===== src/hw/rtl/first_fit_block_allocator_unit_macros.svh =====
// ---------------------------------------------------------------------------
// First-fit block allocator: assertion macros
// Shared concurrent assertion forms, clocked and reset-gated by the caller.
// ---------------------------------------------------------------------------
`ifndef FIRST_FIT_BLOCK_ALLOCATOR_UNIT_MACROS_SVH
`define FIRST_FIT_BLOCK_ALLOCATOR_UNIT_MACROS_SVH

// Consequent must hold in the same cycle as the antecedent
`define FFBA_ASSERT_SAME(label, clk, rst_n, ante, cons, msg) \
    label: assert property (@(posedge clk) disable iff (!rst_n) (ante) |-> (cons)) \
        else $error(msg);

// Consequent must hold in the cycle after the antecedent
`define FFBA_ASSERT_NEXT(label, clk, rst_n, ante, cons, msg) \
    label: assert property (@(posedge clk) disable iff (!rst_n) (ante) |=> (cons)) \
        else $error(msg);

`endif


===== src/hw/rtl/ffba_ram.sv =====
// ---------------------------------------------------------------------------
// Generic simple dual-port RAM
// One write port, one read port, read data registered (read-first).
// ---------------------------------------------------------------------------
module ffba_ram #(
    parameter int WIDTH = 8,
    parameter int DEPTH = 16
) (
    input  logic                                           i_clk,
    input  logic                                           i_we,
    input  logic [((DEPTH > 1) ? $clog2(DEPTH) : 1)-1:0]   i_waddr,
    input  logic [WIDTH-1:0]                               i_wdata,
    input  logic [((DEPTH > 1) ? $clog2(DEPTH) : 1)-1:0]   i_raddr,
    output logic [WIDTH-1:0]                               o_rdata
);

    logic [WIDTH-1:0] r_mem [DEPTH];
    logic [WIDTH-1:0] r_rdata;

    // Write port
    always_ff @(posedge i_clk) begin
        if (i_we) begin
            r_mem[i_waddr] <= i_wdata;
        end
    end

    // Registered read
    always_ff @(posedge i_clk) begin
        r_rdata <= r_mem[i_raddr];
    end

    assign o_rdata = r_rdata;

endmodule


===== config.mk =====
export PLATFORM = sky130hd
export DESIGN_NAME = ffba_ram
export DESIGN_NICKNAME = d
export VERILOG_FILES = /design/src/hw/rtl/first_fit_block_allocator_unit_macros.svh /design/src/hw/rtl/ffba_ram.sv
export SDC_FILE = /design/constraint.sdc
export NUM_CORES = 1
export LEC_CHECK = 0
export ABC_CLOCK_PERIOD_IN_PS = 5300
export BUFFER_PORTS_ARGS = -buffer_cell sky130_fd_sc_hd__buf_2
export CORE_UTILIZATION = 45
export CTS_CLUSTER_SIZE = 12
export DETAILED_ROUTE_END_ITERATION = 6
export SLEW_MARGIN = 40
export SYNTH_ARGS = -nofsm -noshare
export SYNTH_HDL_FRONTEND = slang
export SYNTH_SLANG_ARGS = --single-unit

===== constraint.sdc =====
create_clock -name i_clk -period 5.3 [get_ports i_clk]
set_input_delay 0.53 -clock i_clk [delete_from_list [all_inputs] [get_ports i_clk]]
set_output_delay 0.53 -clock i_clk [all_outputs]
set_load 0.005 [all_outputs]

==> reports/results.ini, run 1 <==
[global_routing]
grt_usage_pct = 18.1
grt_max_degree = 33
antenna_found_initial = 0
first_global_vias = 2412
grt_pass1_wl_um = 14200
gr-total-overflow = 0

[critical_path]
critPathArrivalTime_ns = 2.15
setup.worst_path.end_class = flip-flop
crit_required_ns = 5.59
worstPathMaxFanout = 32
path_class = input port to flip-flop
start_kind = input port
worst_r2r_path_depth = 3

[drt]
drc = 0
first_pass_iters = 4
wirelength_um = 9560
via_count = 2336
drt_iter0_drc = 154
wl_per_cell_um = 22.8
ant_nets = 0
viasPerCell = 5.56

[timing]
finalHoldViolations = 0
worstMarginPinSlew_ns = 0.838
setup_slack_ns = 3.44
finalMaxSlewViolations = 0
finalClockSkew_ns = 0.00935
finalSetupViolations = 0
rsz0062_at_grt = no
relSlewSlack_pct = 43.9
period_minus_slack_ns = 1.86
holdWs_ns = 0.512
tns_ns = 0
fin_crit_sh_pct = 35.1
max_freq_mhz = 538

[min_path]
min_path_type = input port to flip-flop
hold_depth = 1

[placed_design]
dp.cells = 388
gp_congestion = 0.693
dpl.hpwl_um = 5810
preCtsSetupSlack_ns = 2.97
placed_area_um2 = 5410
port-buffer-count = 25

[logic_synthesis]
synth_top_cell_by_area = edfxtp_1
ys_top_cells_by_area = edfxtp_1 75%, mux4_2 7.9%, mux4_1 7.1%
syn_nets = 247
ys_types = 19
syn_area_um2 = 5150
avgSynthCellArea_um2 = 22.5
synth_cells = 229
yosysWarningCount = 0
synth_seq_cells = 136
yosysSeqAreaShare_pct = 77.8
synth_largest_type_area_fraction_pct = 74.7

[power]
totalPowerFinal_mw = 2.53
ir_drop_v = 0.000200
p_leak_nw = 2.03
power_density_nw_per_um2 = 417

[cts]
htree_levels = 4
cts_setup_buffers = 0
cts_tree = built
clockBufferDepth = 2
numCtsBuffers = 17
cts_resized = 0
insertion_delay_ns = 0.41
holdBufCountCts = 0
clkSlewWorstSetupHoldPaths_ns = 0.06
cts.sinks = 136
cts_root_buf = clkbuf_16

[die]
rows = 38
die_area_um2 = 11900
ioPinCount = 26
die_x_um = 109
start_util_pct = 46.9
fp.dieH_um = 109
core_um2 = 11000

[cells_and_area]
stdcell_area_um2 = 6070
final_common_cell = edfxtp_1
final_cells = 420
area_growth_pct = 17.9
final_nets = 285
final_core_util_pct = 55.3
antennaDiodeCount = 0
mostFrequentLayoutCells = 128 x edfxtp_1, 25 x buf_2, 23 x clkbuf_16, 18 x mux4_2, 16 x a22oi_1
drive_gt1_share_pct = 32.5

[run_status]
status = finished clean

[run]
cap_viol_max_count = 0

-- power by group --
group,internal [mW],total (mW),switching (mW)
registers,1.20,1.21,0.00650
clock network,0.790,1.22,0.426
logic,0.0437,0.106,0.0621
total,2.04,2.53,0.495
-- area by class of cell --
cell class | instances | area (µm²)
clock inverters | 7 | 43.8
clock buffers | 25 | 603
flip-flops and latches | 136 | 4000
well taps | 140 | 175
fillers | 823 | 4910
repair buffers | 29 | 155
multi-input cells | 83 | 1090
-- layer usage --
layer | share of wire (%) | up-vias | global-route usage (%)
met5 | 0 | - | 0
met4 | 1.8 | 0 | 8.59
met3 | 5.5 | 11 | 4.66
met2 | 49 | 87 | 28.1
met1 | 43 | 1184 | 24.1
li1 | - | 1054 | -
-- critical path, cell delays in order --
cell and delay, ns:
buf_2 0.08, buf_4 0.49, mux4_1 0.63, a22oi_1 0.30, nand2_1 0.10
-- kinds of logic (layout without fill, tap and decap cells) --
logic type             count (synthesis)  after routing  synth area share, %
AOI/OAI and AO/OA                     16             16                 2.33
muxes                                 32             32                 15.0
and+or+nand+nor                       35             35                 3.18
buffers and inverters                 10             61                 1.68
DFF                                  136            136                 77.8
-- state kept, by name, summed over array words and instances, names as in the netlist --
| signal | flops |
|---|---|
| o_rdata | 8 |
| r_mem | 128 |
-- worst paths after layout --
| path | start | end | slack [ns] |
|---|---|---|---|
| max | i_raddr[0] | o_rdata[1] | 3.44 |
| min | i_wdata[3] | r_mem[7][3] | 0.51 |
| max reg2reg | r_mem[0][1] | o_rdata[1] | 3.93 |
| min reg2reg | r_mem[14][5] | o_rdata[5] | 0.67 |
-- synth_stat cells --
library cell     count
buf_6                3
and2b_1              1
buf_4                1
mux4_1              14
nand3_1              1
mux4_2              18
dfxtp_1              8
nand3b_1             2
edfxtp_1           128
nor2_1              13
nor3_1               4
nand2b_1             2
and2_1               1
buf_2                3
nor2b_1              1
nand2_1              9
a22oi_1             16
or3b_2               1
clkdlybuf4s25_2      3
No activity file was read; power rests on OpenSTA's default activity.
==> run 2, diff against run 1 <==
--- a/config.mk
+++ b/config.mk
@@ -5,7 +5,7 @@
 export SDC_FILE = /design/constraint.sdc
 export NUM_CORES = 1
 export LEC_CHECK = 0
-export ABC_CLOCK_PERIOD_IN_PS = 5300
+export ABC_CLOCK_PERIOD_IN_PS = 1800
 export BUFFER_PORTS_ARGS = -buffer_cell sky130_fd_sc_hd__buf_2
 export CORE_UTILIZATION = 45
 export CTS_CLUSTER_SIZE = 12
==> constraint.sdc (replaced) <==
create_clock -name i_clk -period 1.8 [get_ports i_clk]
set_input_delay 0.18 -clock i_clk [delete_from_list [all_inputs] [get_ports i_clk]]
set_output_delay 0.18 -clock i_clk [all_outputs]
set_load 0.005 [all_outputs]
==> reports/results.ini, run 2 (same netlist as run 1, synthesis figures left out) <==
[run_status]
status = finished clean

[timing]
finalClockSkew_ns = 0.00939  ; +0.0000377 ns
holdWs_ns = 0.155  ; -0.357 ns
finalMaxSlewViolations = 0  ; unchanged
max_freq_mhz = 744
worstMarginPinSlew_ns = 0.436  ; -0.402 ns
fin_crit_sh_pct = 74.7
relSlewSlack_pct = 70.9  ; +27 points
tns_ns = 0  ; unchanged
finalSetupViolations = 0  ; unchanged
finalHoldViolations = 0  ; unchanged
rsz0062_at_grt = no
period_minus_slack_ns = 1.34

[placed_design]
dpl.hpwl_um = 6010  ; +3.4%
gp_congestion = 0.795  ; +15%
port-buffer-count = 25  ; unchanged

[cells_and_area]
final_common_cell = edfxtp_1
antennaDiodeCount = 0  ; unchanged
drive_gt1_share_pct = 32.8  ; +0.28 points
largest_reg_flops = 128  ; unchanged
final_nets = 304  ; +6.7%
seqCellArea_um2 = 4000  ; unchanged
area_growth_pct = 19.5
multi_input_area_um2 = 1060  ; -2.8%
n_fill_cell = 825  ; +0.24%
final_core_util_pct = 56.0  ; +0.77 points
mostFrequentLayoutCells = 128 x edfxtp_1, 25 x buf_2, 21 x buf_4, 18 x mux4_2, 17 x clkbuf_16
top_register = r_mem

[die]
fp.dieH_um = 109  ; unchanged
start_util_pct = 46.9  ; unchanged
die_area_um2 = 11900  ; unchanged
ioPinCount = 26  ; unchanged
die_x_um = 109  ; unchanged
core_um2 = 11000  ; unchanged
rows = 38  ; unchanged

[global_routing]
grt_max_degree = 33  ; unchanged
antenna_found_initial = 0  ; unchanged
grt_usage_pct = 18.6  ; +0.43 points
first_global_vias = 2381  ; -1.3%
gr-total-overflow = 0  ; unchanged
grt_pass1_wl_um = 14600  ; +3.3%

[drt]
viasPerCell = 5.52  ; -0.72%
drc = 0  ; unchanged
first_pass_iters = 5  ; +1
wl_per_cell_um = 22.3  ; -1.8%
wirelength_um = 9810  ; +2.6%
ant_nets = 0  ; unchanged
via_count = 2424  ; +3.8%
drt_iter0_drc = 207  ; +34%

[critical_path]
path_cells = mux4_1 -> a22oi_1 -> nand2_1
crit_required_ns = 2.08  ; -3.51 ns
crit_start = r_mem[10][1]
critPathArrivalTime_ns = 1.63  ; -0.52 ns
slowest_delay_ns = 0.49  ; -0.14 ns
worstPathMaxFanout = 1  ; -97%
start_kind = flip-flop
setup.worst_path.end_class = flip-flop
r2r_start = r_mem[10][1]
crit_buf_inv = 0  ; -2
cp_top_family = multiplexers
path_class = flip-flop to flip-flop
r2r_slack_ns = 0.46  ; -3.47 ns
crit_slowest_cell = mux4_1

[cts]
insertion_delay_ns = 0.40  ; about the same
clockBufferDepth = 2  ; unchanged
holdBufCountCts = 0  ; unchanged
numCtsBuffers = 17  ; unchanged
clkSlewWorstSetupHoldPaths_ns = 0.06  ; about the same
cts_tree = built
cts_resized = 0  ; unchanged
cts_setup_buffers = 0  ; unchanged
cts.sinks = 136  ; unchanged
htree_levels = 4  ; unchanged
cts_root_buf = clkbuf_16

[power]
power_density_nw_per_um2 = 1180  ; +180%
p_leak_nw = 2.11  ; +3.9%
ir_drop_v = 0.000616  ; +210%

[min_path]
min_path_type = input port to flip-flop
hold_start = i_wdata[3]

[run]
cap_viol_max_count = 0  ; unchanged

## run 2: final cells by class
cell class                 count  area share, %
multi-input combinational     83           17.2
tap                          140           2.85
clock buffer                  21           7.65
timing repair buffer          48           5.25
sequential                   136           65.1
clock inverter                11           2.01
## run 2: per-layer routing
layer | vias up | part of all wire [%] | global-route usage, %
li1 | 1089 | - | -
met4 | 0 | 1.4 | 6.08
met1 | 1236 | 45 | 26.0
met5 | - | 0 | 0
met3 | 11 | 5.9 | 5.80
met2 | 88 | 48 | 27.9
## run 2: stage by stage
stage,instances,power [mW],instance area (µm²),worst slack [ns]
finish,439,7.27,6150,0.456
global route,439,7.49,6150,0.381
floorplan,229,3.80,5150,0.127
global placement,407,3.96,5560,0.124
detailed placement,407,3.96,5560,0.125
CTS,439,7.32,6150,0.433
## run 2: path summary, 6_finish.rpt
path                                    end  depth (start not counted)
worst max-delay path             o_rdata[1]                          3
worst min-delay path            r_mem[6][3]                          1
worst max register to register   o_rdata[1]                          3
worst min register to register   o_rdata[0]                          3
## run 2: where the power goes
| group | leakage, nW | switching, mW | total [mW] | internal [mW] |
|---|---|---|---|---|
| registers | 1.22 | 0.0241 | 3.57 | 3.54 |
| clock network | 0.285 | 1.23 | 3.37 | 2.15 |
| logic | 0.602 | 0.180 | 0.325 | 0.145 |
| total | 2.11 | 1.43 | 7.27 | 5.83 |
## run 2: worst reg2reg max path, stage by stage, from the launching register on
cell and delay [ns]:
edfxtp_1 0.35, mux4_1 0.49, a22oi_1 0.30, nand2_1 0.08
